## config.mk

```make
export PLATFORM = sky130hd
export DESIGN_NAME = burst_gap_loss_density
export DESIGN_NICKNAME = d
export VERILOG_FILES = /design/src/hw/rtl/bgld_pkg.sv /design/src/hw/rtl/bgld_front.sv /design/src/hw/rtl/bgld_queue.sv /design/src/hw/rtl/bgld_back.sv /design/src/hw/rtl/burst_gap_loss_density.sv
export SDC_FILE = /design/constraint.sdc
export NUM_CORES = 1
export LEC_CHECK = 0
export CORE_ASPECT_RATIO = 0.9
export CORE_MARGIN = 1
export CORE_UTILIZATION = 52
export DETAILED_ROUTE_END_ITERATION = 8
export DONT_BUFFER_PORTS = 1
export HOLD_SLACK_MARGIN = 0.06
export PLACE_DENSITY = 0.67
export SLEW_MARGIN = 40
export SYNTH_ARGS = -nofsm -noshare
export SYNTH_HDL_FRONTEND = slang
export SYNTH_SLANG_ARGS = --single-unit
```

## constraint.sdc

```tcl
create_clock -name clk -period 26.3 [get_ports clk]
set_clock_uncertainty 0.05 [all_clocks]
set_input_delay 1.315 -clock clk [delete_from_list [all_inputs] [get_ports clk]]
set_output_delay 1.315 -clock clk [all_outputs]
set_load 0.01 [all_outputs]
```

## src/hw/rtl/bgld_pkg.sv

```systemverilog
// Shared types, constants and helpers for the burst and gap loss density block.
`timescale 1ns / 1ps

package bgld_pkg;

  // Width of every packet and loss counter
  localparam int COUNT_BITS = 16;
  localparam logic [COUNT_BITS-1:0] COUNT_MAX = {COUNT_BITS{1'b1}};
  // Wide enough for a count plus a received run plus one
  localparam int SUM_BITS = COUNT_BITS + 9;

  // Received run stops here
  localparam logic [7:0] RUN_MAX = 8'd255;
  localparam logic [7:0] THR_RESET = 8'd16;

  // Register map (word index)
  localparam logic REG_GAP_THRESHOLD = 1'b0;

  // Density format: unsigned Q1.16, one is 65536
  localparam int FRAC_BITS = 16;
  localparam int DENS_BITS = FRAC_BITS + 1;
  localparam logic [DENS_BITS-1:0] ONE_Q16 = {1'b1, {FRAC_BITS{1'b0}}};
  localparam int STEP_BITS = $clog2(FRAC_BITS);

  // Result word layout
  localparam int OUT_CNT_BITS = 16;
  localparam int OUT_BITS = 104;

  // Queue between the accumulator and the divider
  localparam int QUEUE_DEPTH = 2;
  localparam int QPTR_BITS = (QUEUE_DEPTH > 1) ? $clog2(QUEUE_DEPTH) : 1;

  typedef logic [COUNT_BITS-1:0] cnt_t;
  typedef logic [SUM_BITS-1:0] sum_t;

  // Window totals handed from the accumulator to the divider
  typedef struct packed {
    logic overflow;
    cnt_t gap_packets;
    cnt_t gap_losses;
    cnt_t burst_packets;
    cnt_t burst_losses;
  } bgld_totals_t;

  typedef enum logic [1:0] {
    ST_IDLE,
    ST_BURST,
    ST_GAP,
    ST_DONE
  } bgld_state_t;

  // Saturate a widened sum to a count; top bit flags saturation
  function automatic logic [COUNT_BITS:0] sat_cnt(input sum_t s);
    logic [COUNT_BITS:0] r;
    if (s > sum_t'(COUNT_MAX)) begin
      r = {1'b1, COUNT_MAX};
    end else begin
      r = {1'b0, s[COUNT_BITS-1:0]};
    end
    return r;
  endfunction

  // Fit a count into a 16-bit result field
  function automatic logic [OUT_CNT_BITS-1:0] to_out(input cnt_t c);
    logic [31:0] w;
    w = 32'(c);
    return w[OUT_CNT_BITS-1:0];
  endfunction

endpackage

```

## src/hw/rtl/bgld_front.sv

```systemverilog
// Per-packet accumulator: cluster tracking, burst and window totals.
`timescale 1ns / 1ps

module bgld_front (
  input  logic                  clk,
  input  logic                  rst,
  input  logic [7:0]            gap_threshold,
  input  logic                  accept,
  input  logic                  lost,
  input  logic                  last,
  output logic                  push,
  output bgld_pkg::bgld_totals_t totals
);
  import bgld_pkg::*;

  cnt_t       cl_losses;
  cnt_t       cl_span;
  logic [7:0] run;
  cnt_t       burst_loss;
  cnt_t       burst_len;
  cnt_t       win_losses;
  cnt_t       win_len;
  logic       saturated;

  cnt_t       cl_losses_next;
  cnt_t       cl_span_next;
  logic [7:0] run_next;
  cnt_t       burst_loss_next;
  cnt_t       burst_len_next;
  cnt_t       win_losses_next;
  cnt_t       win_len_next;
  logic       saturated_next;

  logic [7:0]          thr;
  logic                extend;
  logic                start_new;
  logic                add_en;
  cnt_t                add_losses;
  cnt_t                add_span;
  logic [COUNT_BITS:0] s_len, s_los, s_cl, s_span, s_bl, s_bt;

  // Work out the state after this packet
  always_comb begin
    thr       = (gap_threshold == 8'd0) ? 8'd1 : gap_threshold;
    extend    = lost && (cl_losses != '0) && (run < thr);
    start_new = lost && !extend;

    s_len  = sat_cnt(sum_t'(win_len) + sum_t'(1));
    s_los  = sat_cnt(sum_t'(win_losses) + sum_t'(1));
    s_cl   = sat_cnt(sum_t'(cl_losses) + sum_t'(1));
    s_span = sat_cnt(sum_t'(cl_span) + sum_t'(run) + sum_t'(1));

    win_len_next    = s_len[COUNT_BITS-1:0];
    win_losses_next = lost ? s_los[COUNT_BITS-1:0] : win_losses;

    if (extend) begin
      cl_losses_next = s_cl[COUNT_BITS-1:0];
      cl_span_next   = s_span[COUNT_BITS-1:0];
    end else if (start_new) begin
      cl_losses_next = cnt_t'(1);
      cl_span_next   = cnt_t'(1);
    end else begin
      cl_losses_next = cl_losses;
      cl_span_next   = cl_span;
    end

    // At most one cluster closes into the burst totals per packet
    add_en = (start_new && (cl_losses >= cnt_t'(2))) ||
             (last && !start_new && (cl_losses_next >= cnt_t'(2)));
    add_losses = start_new ? cl_losses : cl_losses_next;
    add_span   = start_new ? cl_span   : cl_span_next;

    s_bl = sat_cnt(sum_t'(burst_loss) + sum_t'(add_losses));
    s_bt = sat_cnt(sum_t'(burst_len) + sum_t'(add_span));
    burst_loss_next = add_en ? s_bl[COUNT_BITS-1:0] : burst_loss;
    burst_len_next  = add_en ? s_bt[COUNT_BITS-1:0] : burst_len;

    saturated_next = saturated || s_len[COUNT_BITS] ||
                     (lost && s_los[COUNT_BITS]) ||
                     (extend && (s_cl[COUNT_BITS] || s_span[COUNT_BITS])) ||
                     (add_en && (s_bl[COUNT_BITS] || s_bt[COUNT_BITS]));

    if (lost) begin
      run_next = 8'd0;
    end else if (run < RUN_MAX) begin
      run_next = run + 8'd1;
    end else begin
      run_next = run;
    end
  end

  // Form the window totals on the last packet
  always_comb begin
    push                 = accept && last;
    totals.overflow      = saturated_next;
    totals.burst_losses  = burst_loss_next;
    totals.burst_packets = burst_len_next;
    totals.gap_losses    = (win_losses_next >= burst_loss_next) ?
                           (win_losses_next - burst_loss_next) : '0;
    totals.gap_packets   = (win_len_next >= burst_len_next) ?
                           (win_len_next - burst_len_next) : '0;
  end

  // Advance on each accepted item, clear at the end of a window
  always_ff @(posedge clk) begin
    if (rst || (accept && last)) begin
      cl_losses  <= '0;
      cl_span    <= '0;
      run        <= 8'd0;
      burst_loss <= '0;
      burst_len  <= '0;
      win_losses <= '0;
      win_len    <= '0;
      saturated  <= 1'b0;
    end else if (accept) begin
      cl_losses  <= cl_losses_next;
      cl_span    <= cl_span_next;
      run        <= run_next;
      burst_loss <= burst_loss_next;
      burst_len  <= burst_len_next;
      win_losses <= win_losses_next;
      win_len    <= win_len_next;
      saturated  <= saturated_next;
    end
  end

endmodule

```

## src/hw/rtl/bgld_queue.sv

```systemverilog
// Short queue of window totals between the accumulator and the divider.
`timescale 1ns / 1ps

module bgld_queue (
  input  logic                   clk,
  input  logic                   rst,
  input  logic                   push,
  input  bgld_pkg::bgld_totals_t push_data,
  input  logic                   pop,
  output bgld_pkg::bgld_totals_t pop_data,
  output logic                   full,
  output logic                   empty
);
  import bgld_pkg::*;

  bgld_totals_t           mem [QUEUE_DEPTH];
  logic [QPTR_BITS-1:0]   wr_ptr;
  logic [QPTR_BITS-1:0]   rd_ptr;
  logic [QPTR_BITS:0]     count;

  localparam logic [QPTR_BITS-1:0] PTR_LAST = QPTR_BITS'(QUEUE_DEPTH - 1);
  localparam logic [QPTR_BITS:0]   COUNT_FULL = (QPTR_BITS + 1)'(QUEUE_DEPTH);

  assign full     = (count == COUNT_FULL);
  assign empty    = (count == '0);
  assign pop_data = mem[rd_ptr];

  // Store an entry on push
  always_ff @(posedge clk) begin
    if (push) begin
      mem[wr_ptr] <= push_data;
    end
  end

  // Advance pointers and fill count
  always_ff @(posedge clk) begin
    if (rst) begin
      wr_ptr <= '0;
      rd_ptr <= '0;
      count  <= '0;
    end else begin
      if (push) begin
        wr_ptr <= (wr_ptr == PTR_LAST) ? '0 : wr_ptr + 1'b1;
      end
      if (pop) begin
        rd_ptr <= (rd_ptr == PTR_LAST) ? '0 : rd_ptr + 1'b1;
      end
      case ({push, pop})
        2'b10:   count <= count + 1'b1;
        2'b01:   count <= count - 1'b1;
        default: count <= count;
      endcase
    end
  end

endmodule

```

## src/hw/rtl/bgld_back.sv

```systemverilog
// Density divider and result register: one quotient bit per cycle, two divisions.
`timescale 1ns / 1ps

module bgld_back (
  input  logic                   clk,
  input  logic                   rst,
  input  logic                   q_empty,
  input  bgld_pkg::bgld_totals_t q_data,
  output logic                   pop,
  output logic                   m_tvalid,
  input  logic                   m_tready,
  output logic [bgld_pkg::OUT_BITS-1:0] m_tdata
);
  import bgld_pkg::*;

  bgld_state_t state, state_next;

  bgld_totals_t            ent;
  cnt_t                    den;
  cnt_t                    rem;
  logic [FRAC_BITS-1:0]    quo;
  logic [STEP_BITS-1:0]    step;
  logic [DENS_BITS-1:0]    burst_q;
  logic [DENS_BITS-1:0]    gap_q;

  localparam logic [STEP_BITS-1:0] STEP_LAST = STEP_BITS'(FRAC_BITS - 1);

  logic                 dividing;
  logic                 step_last;
  logic                 load_out;
  logic [COUNT_BITS:0]  trial;
  logic                 ge;
  cnt_t                 rem_step;
  logic [FRAC_BITS-1:0] quo_step;
  cnt_t                 losses;
  logic [DENS_BITS-1:0] dens;
  cnt_t                 gap_den;
  cnt_t                 burst_den;

  // Next state
  always_comb begin
    state_next = state;
    unique case (state)
      ST_IDLE:  if (!q_empty) state_next = ST_BURST;
      ST_BURST: if (step == STEP_LAST) state_next = ST_GAP;
      ST_GAP:   if (step == STEP_LAST) state_next = ST_DONE;
      ST_DONE:  if (!m_tvalid || m_tready) state_next = ST_IDLE;
      default:  state_next = ST_IDLE;
    endcase
  end

  // Control outputs
  always_comb begin
    pop       = 1'b0;
    dividing  = 1'b0;
    load_out  = 1'b0;
    unique case (state)
      ST_IDLE:  pop = !q_empty;
      ST_BURST: dividing = 1'b1;
      ST_GAP:   dividing = 1'b1;
      ST_DONE:  load_out = !m_tvalid || m_tready;
      default:  pop = 1'b0;
    endcase
    step_last = dividing && (step == STEP_LAST);
  end

  // One restoring division step and the density it yields
  always_comb begin
    trial    = {rem, 1'b0};
    ge       = (trial >= {1'b0, den});
    rem_step = ge ? COUNT_BITS'(trial - {1'b0, den}) : trial[COUNT_BITS-1:0];
    quo_step = {quo[FRAC_BITS-2:0], ge};
    losses   = (state == ST_GAP) ? ent.gap_losses : ent.burst_losses;
    // Losses at or above length give one, or zero when there are none
    if (losses >= den) begin
      dens = (losses != '0) ? ONE_Q16 : '0;
    end else begin
      dens = {1'b0, quo_step};
    end
    burst_den = (q_data.burst_packets == '0) ? cnt_t'(1) : q_data.burst_packets;
    gap_den   = (ent.gap_packets == '0) ? cnt_t'(1) : ent.gap_packets;
  end

  // Divider datapath
  always_ff @(posedge clk) begin
    if (pop) begin
      ent  <= q_data;
      den  <= burst_den;
      rem  <= (q_data.burst_losses >= burst_den) ? '0 : q_data.burst_losses;
      quo  <= '0;
    end else if (step_last && (state == ST_BURST)) begin
      burst_q <= dens;
      den     <= gap_den;
      rem     <= (ent.gap_losses >= gap_den) ? '0 : ent.gap_losses;
      quo     <= '0;
    end else if (step_last) begin
      gap_q <= dens;
      rem   <= rem_step;
      quo   <= quo_step;
    end else if (dividing) begin
      rem <= rem_step;
      quo <= quo_step;
    end
  end

  // State and step counter
  always_ff @(posedge clk) begin
    if (rst) begin
      state <= ST_IDLE;
      step  <= '0;
    end else begin
      state <= state_next;
      step  <= dividing ? ((step == STEP_LAST) ? '0 : step + 1'b1) : '0;
    end
  end

  // Result register: hold until taken
  always_ff @(posedge clk) begin
    if (rst) begin
      m_tvalid <= 1'b0;
    end else if (load_out) begin
      m_tvalid <= 1'b1;
    end else if (m_tready) begin
      m_tvalid <= 1'b0;
    end
  end

  always_ff @(posedge clk) begin
    if (load_out) begin
      m_tdata <= {5'b0, ent.overflow,
                  to_out(ent.gap_packets), to_out(ent.gap_losses),
                  to_out(ent.burst_packets), to_out(ent.burst_losses),
                  gap_q, burst_q};
    end
  end

  // The partial remainder stays below the divisor while dividing
  a_rem_below_den: assert property (@(posedge clk) disable iff (rst)
    dividing |-> (rem < den))
    else $error("division remainder reached divisor");

  // A loaded result shows as valid next cycle
  a_load_valid: assert property (@(posedge clk) disable iff (rst)
    load_out |=> m_tvalid)
    else $error("result loaded but not presented");

  // Densities never exceed one
  a_dens_range: assert property (@(posedge clk) disable iff (rst)
    m_tvalid |-> ((m_tdata[16:0] <= ONE_Q16) && (m_tdata[33:17] <= ONE_Q16)))
    else $error("density above one");

endmodule

```

## src/hw/rtl/burst_gap_loss_density.sv

```systemverilog
// Top level: configuration register, accumulator, totals queue and density divider.
//
//  Channel   Direction  Payload
//  s_*       in         tdata[0] lost, tlast last
//  m_*       out        tdata: burst/gap density, burst/gap losses and packets, overflow
//  APB       in/out     word 0: gap_threshold [7:0]
//
// Packets are taken one per cycle; only a window's last packet pushes its totals
// into a two-entry queue, and the input stalls while that queue is full.
// For each window the divider loads the totals, runs a bit-serial restoring divide
// for burst then gap density, and then places the result in the output register.
// Reset (rst, synchronous) clears counts, queue and result valid; gap_threshold
// returns to 16. No clearing pass is needed.
`timescale 1ns / 1ps

module burst_gap_loss_density (
  input  logic         clk,
  input  logic         rst,
  // Input stream
  input  logic         s_tvalid,
  output logic         s_tready,
  input  logic [7:0]   s_tdata,   // [0] lost, [7:1] zero
  input  logic         s_tlast,
  // Result stream
  output logic         m_tvalid,
  input  logic         m_tready,
  // [16:0] burst loss density, [33:17] gap loss density, [49:34] burst_losses,
  // [65:50] burst_packets, [81:66] gap_losses, [97:82] gap_packets,
  // [98] overflow, [103:99] zero
  output logic [bgld_pkg::OUT_BITS-1:0] m_tdata,
  // Configuration
  input  logic         psel,
  input  logic         penable,
  input  logic         pwrite,
  input  logic [2:0]   paddr,
  input  logic [31:0]  pwdata,
  output logic [31:0]  prdata,
  output logic         pready
);
  import bgld_pkg::*;

  logic [7:0]   gap_threshold;
  logic         accept;
  logic         push;
  logic         pop;
  logic         q_full;
  logic         q_empty;
  bgld_totals_t push_data;
  bgld_totals_t pop_data;

  assign pready   = 1'b1;
  assign s_tready = !q_full;
  assign accept   = s_tvalid && s_tready;

  // Register write on the access cycle
  always_ff @(posedge clk) begin
    if (rst) begin
      gap_threshold <= THR_RESET;
    end else if (psel && penable && pwrite && pready &&
                 (paddr[2] == REG_GAP_THRESHOLD)) begin
      gap_threshold <= pwdata[7:0];
    end
  end

  // Register read back
  always_comb begin
    prdata = (paddr[2] == REG_GAP_THRESHOLD) ? {24'b0, gap_threshold} : 32'b0;
  end

  bgld_front u_front (
    .clk           (clk),
    .rst           (rst),
    .gap_threshold (gap_threshold),
    .accept        (accept),
    .lost          (s_tdata[0]),
    .last          (s_tlast),
    .push          (push),
    .totals        (push_data)
  );

  bgld_queue u_queue (
    .clk       (clk),
    .rst       (rst),
    .push      (push),
    .push_data (push_data),
    .pop       (pop),
    .pop_data  (pop_data),
    .full      (q_full),
    .empty     (q_empty)
  );

  bgld_back u_back (
    .clk      (clk),
    .rst      (rst),
    .q_empty  (q_empty),
    .q_data   (pop_data),
    .pop      (pop),
    .m_tvalid (m_tvalid),
    .m_tready (m_tready),
    .m_tdata  (m_tdata)
  );

endmodule
```

==> flow_summary.ini, run 1 <==
[status]
status = complete, no violations

[global_routing]
grt-ovfl-total = 0
grt_max_degree = 79
grt_pass1_wl_microns = 99400
grt_pass1_vias = 18000
track_usage = 0.245
grt_antenna_before_repair = 0

[layout]
regArea_sq_um = 13600
nets = 2726
fin_cells = 3238
multi_input_area_sq_um = 11800
mostFrequentLayoutCells = edfxtp_1, nor2_1, nand2_1
final.fill_count = 4239
final_util = 0.575
fin_area_sq_um = 28900
layout_commonest_cell = edfxtp_1
drive_above_1_share = 0.0950
antenna_cells_inserted = 0
syn_to_final_growth_pct = 9.14

[yosys]
synth_flop_cell = edfxtp_1
synth_compound_gate_area_share = 0.136
synthMuxAreaShare = 0.0472
ys_ff_latch = 500
synthesis.instances = 2538
synthAdderAreaFrac = 0.0780
synth-simple-area-share = 0.142
synth_area_sq_um = 26500
syn_avg_cell_area_sq_um = 10.4
synthXorXnorAreaFrac = 0.0340
synth_cell_types = 90
synthArstFlopShare = 0
synth.yosys.seq_area_share = 0.513
synth_warnings = 0
synth-edff-count = 360
synth_top_family_by_area = simple AND/OR/NAND/NOR gates

[worst_setup_path]
crit_arrival_ns = 10.89
cpPeakStageDelay_ns = 0.61
cp_max_fo = 18
crit_type = flip-flop to flip-flop
crit_required_ns = 26.59
endpoint_kind = flip-flop
crit_path_start_kind = flip-flop
critPathSlowestCell = a31oi_1
path_common_cell = o21ai_0

[placement]
gp_congestion = 0.889
hpwl_microns = 45700
io_buffer_count = 0
placed_area_sq_um = 27100
placed_cells = 3138

[timing]
slew-limit-headroom = 0.420
clock.fmax_mhz = 94.4
post-route-period-util = 0.403
hold_violations = 0
rsz0062_at_grt = no
fin_crit_ns = 10.60
slew_violations = 0
fin_tns_setup_ns = 0
worst_pin_slew_ns = 0.846
finalSetupViolCount = 0
worst_hold_slack_ns = 0.363

[floorplan]
die_area_sq_um = 51900
dieHeight_microns = 216
num_io_pins = 190
start_util = 0.527
coreArea_sq_um = 50400
die_width_microns = 240
rows = 78

[clocking]
cts_max_level = 2
clockRootBuffer = clkbuf_16
numCtsBuffers = 53
post_cts_buffers = 0
cts.sinks = 500
cts_hold_buf = 0
clk_latency_ns = 0.62
clockBufferDepth = 3
cts_resized = 0
cts_tree = yes
path_clk_slew_ns = 0.06

[routing]
first_iter_violations = 1396
route.detailed.drc = 0
wl_per_cell_microns = 19.7
dr.pass1.iters = 6
via_per_inst = 5.85
wl_microns = 63700
ant_nets = 0
vias = 19000

[hold_path]
holdCritPathClass = flip-flop to flip-flop

[power_and_ir_drop]
irDropWorstVdd_mv = 0.0612
powerDensity_nw_per_um2 = 96.8
leakagePower_nw = 11.0

[job]
drv_cap = 0
==> sequential cells by signal, indices dropped and copies added (netlist names), named ones only <==
| signal | flops |
|---|---|
| u_back.den | 16 |
| u_front.saturated | 1 |
| u_front.win_len | 16 |
| u_front.run | 8 |
| u_back.m_tvalid | 1 |
| u_back.quo | 15 |
| u_front.burst_loss | 16 |
| gap_threshold | 8 |
| u_back.burst_q | 17 |
| u_front.cl_losses | 16 |
| u_queue.wr_ptr | 1 |
| u_front.win_losses | 16 |
| u_back.rem | 16 |
| u_queue.rd_ptr | 1 |
| u_back.m_tdata | 99 |
| u_back.state | 2 |
| u_front.burst_len | 16 |
| u_queue.mem | 130 |
| u_front.cl_span | 16 |
| u_back.gap_q | 17 |
| u_queue.count | 2 |
| u_back.ent | 65 |
| u_back.step | 4 |
==> metal layers <==
| metal | wire length (microns) | global-route usage |
|---|---|---|
| met1 | 27700 | 0.322 |
| met2 | 30400 | 0.408 |
| met3 | 3530 | 0.0386 |
| met4 | 2030 | 0.0892 |
| met5 | 0 | 0 |
==> worst max-delay path: cells and delay by family, from the launching register on <==
kind / cells / cell delay (ns)
AOI/OAI and AO/OA: 20 / 5.50
xor gates and xnor gates: 1 / 0.41
adders and majority gates: 6 / 2.08
buffers and inverters: 4 / 0.52
DFF: 1 / 0.47
and+or+nand+nor: 7 / 1.29
==> cell usage after synthesis, drive strengths merged (58+ instances only) <==
cell type  number  share of area
dfxtp         140           0.11
clkbuf         85          0.012
mux2           71          0.030
nor3           58          0.011
a21oi         150          0.029
edfxtp        360           0.41
ha            155          0.073
xnor2          64          0.021
a21o           58          0.016
inv           174          0.025
nand2         220          0.031
nor2          247          0.036
o21ai         121          0.023
nand3          61          0.012
==> through the flow <==
| step | worst slack (ns) | power [mW] |
|---|---|---|
| detailed placement | 15.82 | 2.05 |
| finish | 15.70 | 2.80 |
| CTS | 15.83 | 2.81 |
| floorplan | 17.25 | 1.79 |
| global placement | 16.02 | 2.02 |
| global route | 14.90 | 2.95 |
==> report_power, final <==
group	total [mW]	switching, mW	internal [mW]
clock network	0.757	0.318	0.440
registers	1.15	0.0979	1.05
logic	0.893	0.549	0.344
total	2.80	0.965	1.84
==> cell type report <==
| class | instances | share of cell area |
|---|---|---|
| Inverter | 175 | 0.0227 |
| Timing Repair Buffer | 29 | 0.00886 |
| Clock inverter | 29 | 0.0120 |
| Sequential cell | 500 | 0.470 |
| Multi-Input combinational cell | 1755 | 0.407 |
| Tap cell | 680 | 0.0294 |
| Clock buffer | 70 | 0.0498 |
==> logic make-up (layout without fill, tap and decap cells) <==
| family | count (synthesis) | after routing |
|---|---|---|
| xor+xnor | 103 | 103 |
| buf+inv | 311 | 303 |
| flops | 500 | 500 |
| simple gates | 790 | 790 |
| other cells | 2 | 30 |
| mux | 115 | 115 |
| compound gates | 555 | 555 |
| fa+ha+maj | 162 | 162 |
==> final timing paths <==
| check | slack [ns] | start | cells after the start | to |
|---|---|---|---|---|
| worst max-delay path | 15.70 | u_front.run[0] | 38 | u_queue.mem[1][61] |
| worst min-delay path | 0.36 | u_back.gap_q[12] | 0 | u_back.m_tdata[29] |
| worst max register to register | 15.70 | u_front.run[0] | 38 | u_queue.mem[1][61] |
| worst min register to register | 0.36 | u_back.gap_q[12] | 0 | u_back.m_tdata[29] |
Note: power is estimated with default switching activity, not from simulation.
==> run 2: changes to the inputs <==
ABC_AREA = 1   (was not set)
PLACE_DENSITY = 0.7   (was 0.67)
clock period = 9.03 ns   (was 26.3 ns; I/O delays follow)
==> run 2 against run 1 <==
The flow now finishes with violations (design-rule violations). First-iteration DRC count increased by 26%. Largest power group is now combinational logic. Combinational power rose to 4.6 times the previous value. Critical endpoint is now u_queue.mem[1][47]. Power rose to 3.5 times the previous value. Largest cell class unchanged. Fmax increased by 28%.
==> flow_summary.ini, run 2 <==
[clocking]
cts_tree = yes
post_cts_buffers = 0
cts.sinks = 500
clockRootBuffer = clkbuf_16
cts_max_level = 2
path_clk_slew_ns = 0.06
clockBufferDepth = 3
clk_latency_ns = 0.62
numCtsBuffers = 50

[placement]
pre_cts_ws_ns = 0.814
hpwl_microns = 48300
io_buffer_count = 0
gp_congestion = 0.957
placed_area_sq_um = 27900
placed_cells = 3653

[layout]
nets = 3242
drive_above_1_share = 0.0749
regMostFlops = u_queue.mem
fin_cells = 3759
regArea_sq_um = 13600
syn_to_final_growth_pct = 9.51
layout_commonest_cell = inv_1
top_regs = u_queue.mem (130), u_back.m_tdata (99), u_back.ent (65)
final.fill_count = 4427
mostFrequentLayoutCells = inv_1, nand2_1, edfxtp_1
multi_input_area_sq_um = 11400
fin_area_sq_um = 29800
antenna_cells_inserted = 0
largest_reg_flops = 130
final_util = 0.577

[yosys]
synthArstFlopShare = 0
synth-edff-count = 360
syn_avg_cell_area_sq_um = 9.00
yosysMostFrequentCell = inv_1
synth_warnings = 0
ys_ff_latch = 500
synth_flop_cell = edfxtp_1
synthesis.instances = 3028
synth_area_sq_um = 27200
synth_top_area_frac = 0.397
synth.yosys.seq_area_share = 0.500
synth_top_area_cell = edfxtp_1
synthTopCellsByCount = inv_1, nand2_1, edfxtp_1
ys_top_cells_by_area = edfxtp_1, dfxtp_1, ha_1
synth_cell_types = 59

[power_and_ir_drop]
power.net_switching_mw = 3.96
sw_frac_of_total = 0.400
irDropWorstVdd_mv = 0.238
clkPwrFrac = 0.225
seq_power_share = 0.363
p_int_mw = 5.93
leakagePower_nw = 12.8
power_frac_comb = 0.412
powerDensity_nw_per_um2 = 332
power_mw = 9.89

[routing]
vias = 20600
via_per_inst = 5.49
ant_nets = 0
route.detailed.drc = 1
wl_met1_microns = 29200
wl_microns = 65400
wl_per_cell_microns = 17.4
dr_wl_met3_microns = 3380
wl_met2_microns = 30600
top_layer = met4
first_iter_violations = 1755
dr.pass1.iters = 7

[timing]
slew_violations = 0
clock.fmax_mhz = 121
fin_crit_ns = 8.27
rsz0062_at_grt = no
worst_hold_slack_ns = 0.0948
finalWorstSetupSlack_ns = 0.759
worst_pin_slew_ns = 0.903
finalSetupViolCount = 0
fin_tns_setup_ns = 0
hold_violations = 0
slew-limit-headroom = 0.391
post-route-period-util = 0.916

[global_routing]
track_usage = 0.243
grt_pass1_wl_microns = 103000
grt-ovfl-total = 0
grt_max_degree = 96
grt_antenna_before_repair = 1
grt_pass1_vias = 19600

[hold_path]
min_to = u_front.cl_losses[2]
hp-start = s_tdata[0]
whs_path_depth = 3
holdCritPathClass = input pin to flip-flop

[worst_setup_path]
cp_max_fo = 14
reg2reg_slack_ns = 0.76
crit_arrival_ns = 8.57
cpPeakStageDelay_ns = 0.48
crit_type = flip-flop to flip-flop
endpoint_kind = flip-flop
path_common_cell = nor2_1
rr_startpoint = u_front.cl_losses[0]
crit_path_start_kind = flip-flop
reg2reg_depth = 51
reg2reg_to = u_queue.mem[1][47]
critPathSlowestCell = dfxtp_1
crit_required_ns = 9.33

[floorplan]
dieHeight_microns = 219
rows = 79
die_width_microns = 243
coreArea_sq_um = 51700
die_area_sq_um = 53300
num_io_pins = 190
start_util = 0.527

[status]
status = complete, but fails checks
violations = design-rule violations

[job]
drv_cap = 0
==> run 2: cell type report <==
type,count,share of cell area
flip-flops and latches,500,0.456
multi-input cells,1939,0.381
inverters,501,0.0630
clock buffers,60,0.0442
well taps,688,0.0289
clock inverters,33,0.0157
repair buffers,38,0.0112
==> run 2: cells by family (layout without fill, tap and decap cells) <==
| kind of cell | Yosys count | after routing | share of synthesized area |
|---|---|---|---|
| xor gates and xnor gates | 83 | 83 | 0.0267 |
| other | 2 | 30 | 0.000276 |
| AOI/OAI and AO/OA | 576 | 576 | 0.116 |
| and+or+nand+nor | 1027 | 1027 | 0.166 |
| buffers and inverters | 617 | 632 | 0.0901 |
| adders and majority gates | 161 | 161 | 0.0756 |
| muxes | 62 | 62 | 0.0256 |
| DFF | 500 | 500 | 0.500 |
==> run 2: worst max path at each step <==
stage / startpoint / slack [ns] / end
final: u_front.cl_losses[0] / 0.76 / u_queue.mem[1][47]
after global routing: u_front.cl_losses[0] / 0.03 / u_queue.mem[1][47]
after CTS: u_front.run[0] / 0.82 / u_queue.mem[0][60]
after detailed placement: u_front.run[0] / 0.81 / u_queue.mem[0][60]
after global placement: u_front.run[1] / 0.92 / u_queue.mem[0][61]
after floorplan: gap_threshold[7] / 1.69 / u_queue.mem[0][47]
==> run 2: metal layers <==
layer / up-vias / global-route usage
met5: - / 0
met4: 0 / 0.0918
met3: 122 / 0.0357
met2: 604 / 0.403
met1: 9695 / 0.323
li1: 10200 / -
==> run 2: timing repair <==
| action | 4_1_cts | 5_1_grt |
|---|---|---|
| gates resized for setup | 0 | 3 |
| setup endpoints to repair | 0 | 32 |
| hold endpoints to repair | 27 | 0 |
| hold buffers | 13 | 0 |
==> run 2: worst max-delay path, delay by kind of cell, from the launching register on <==
kind | cells | cell delay, ns
AO/OA/AOI/OAI | 18 | 2.79
XOR/XNOR | 2 | 0.53
adder cells (fa/ha/maj) | 3 | 0.99
buffers and inverters | 4 | 0.46
flip-flops | 1 | 0.48
AND/OR/NAND/NOR | 24 | 2.71
==> run 2: power by group through the flow <==
stage | Clock [mW] | Sequential (mW) | Combinational [mW]
after detailed placement | 0 | 3.63 | 4.00
after global placement | 0 | 3.61 | 3.85
after global routing | 2.35 | 3.63 | 4.58
after CTS | 2.26 | 3.58 | 4.03
after floorplan | 0 | 3.49 | 2.99
final | 2.22 | 3.59 | 4.08
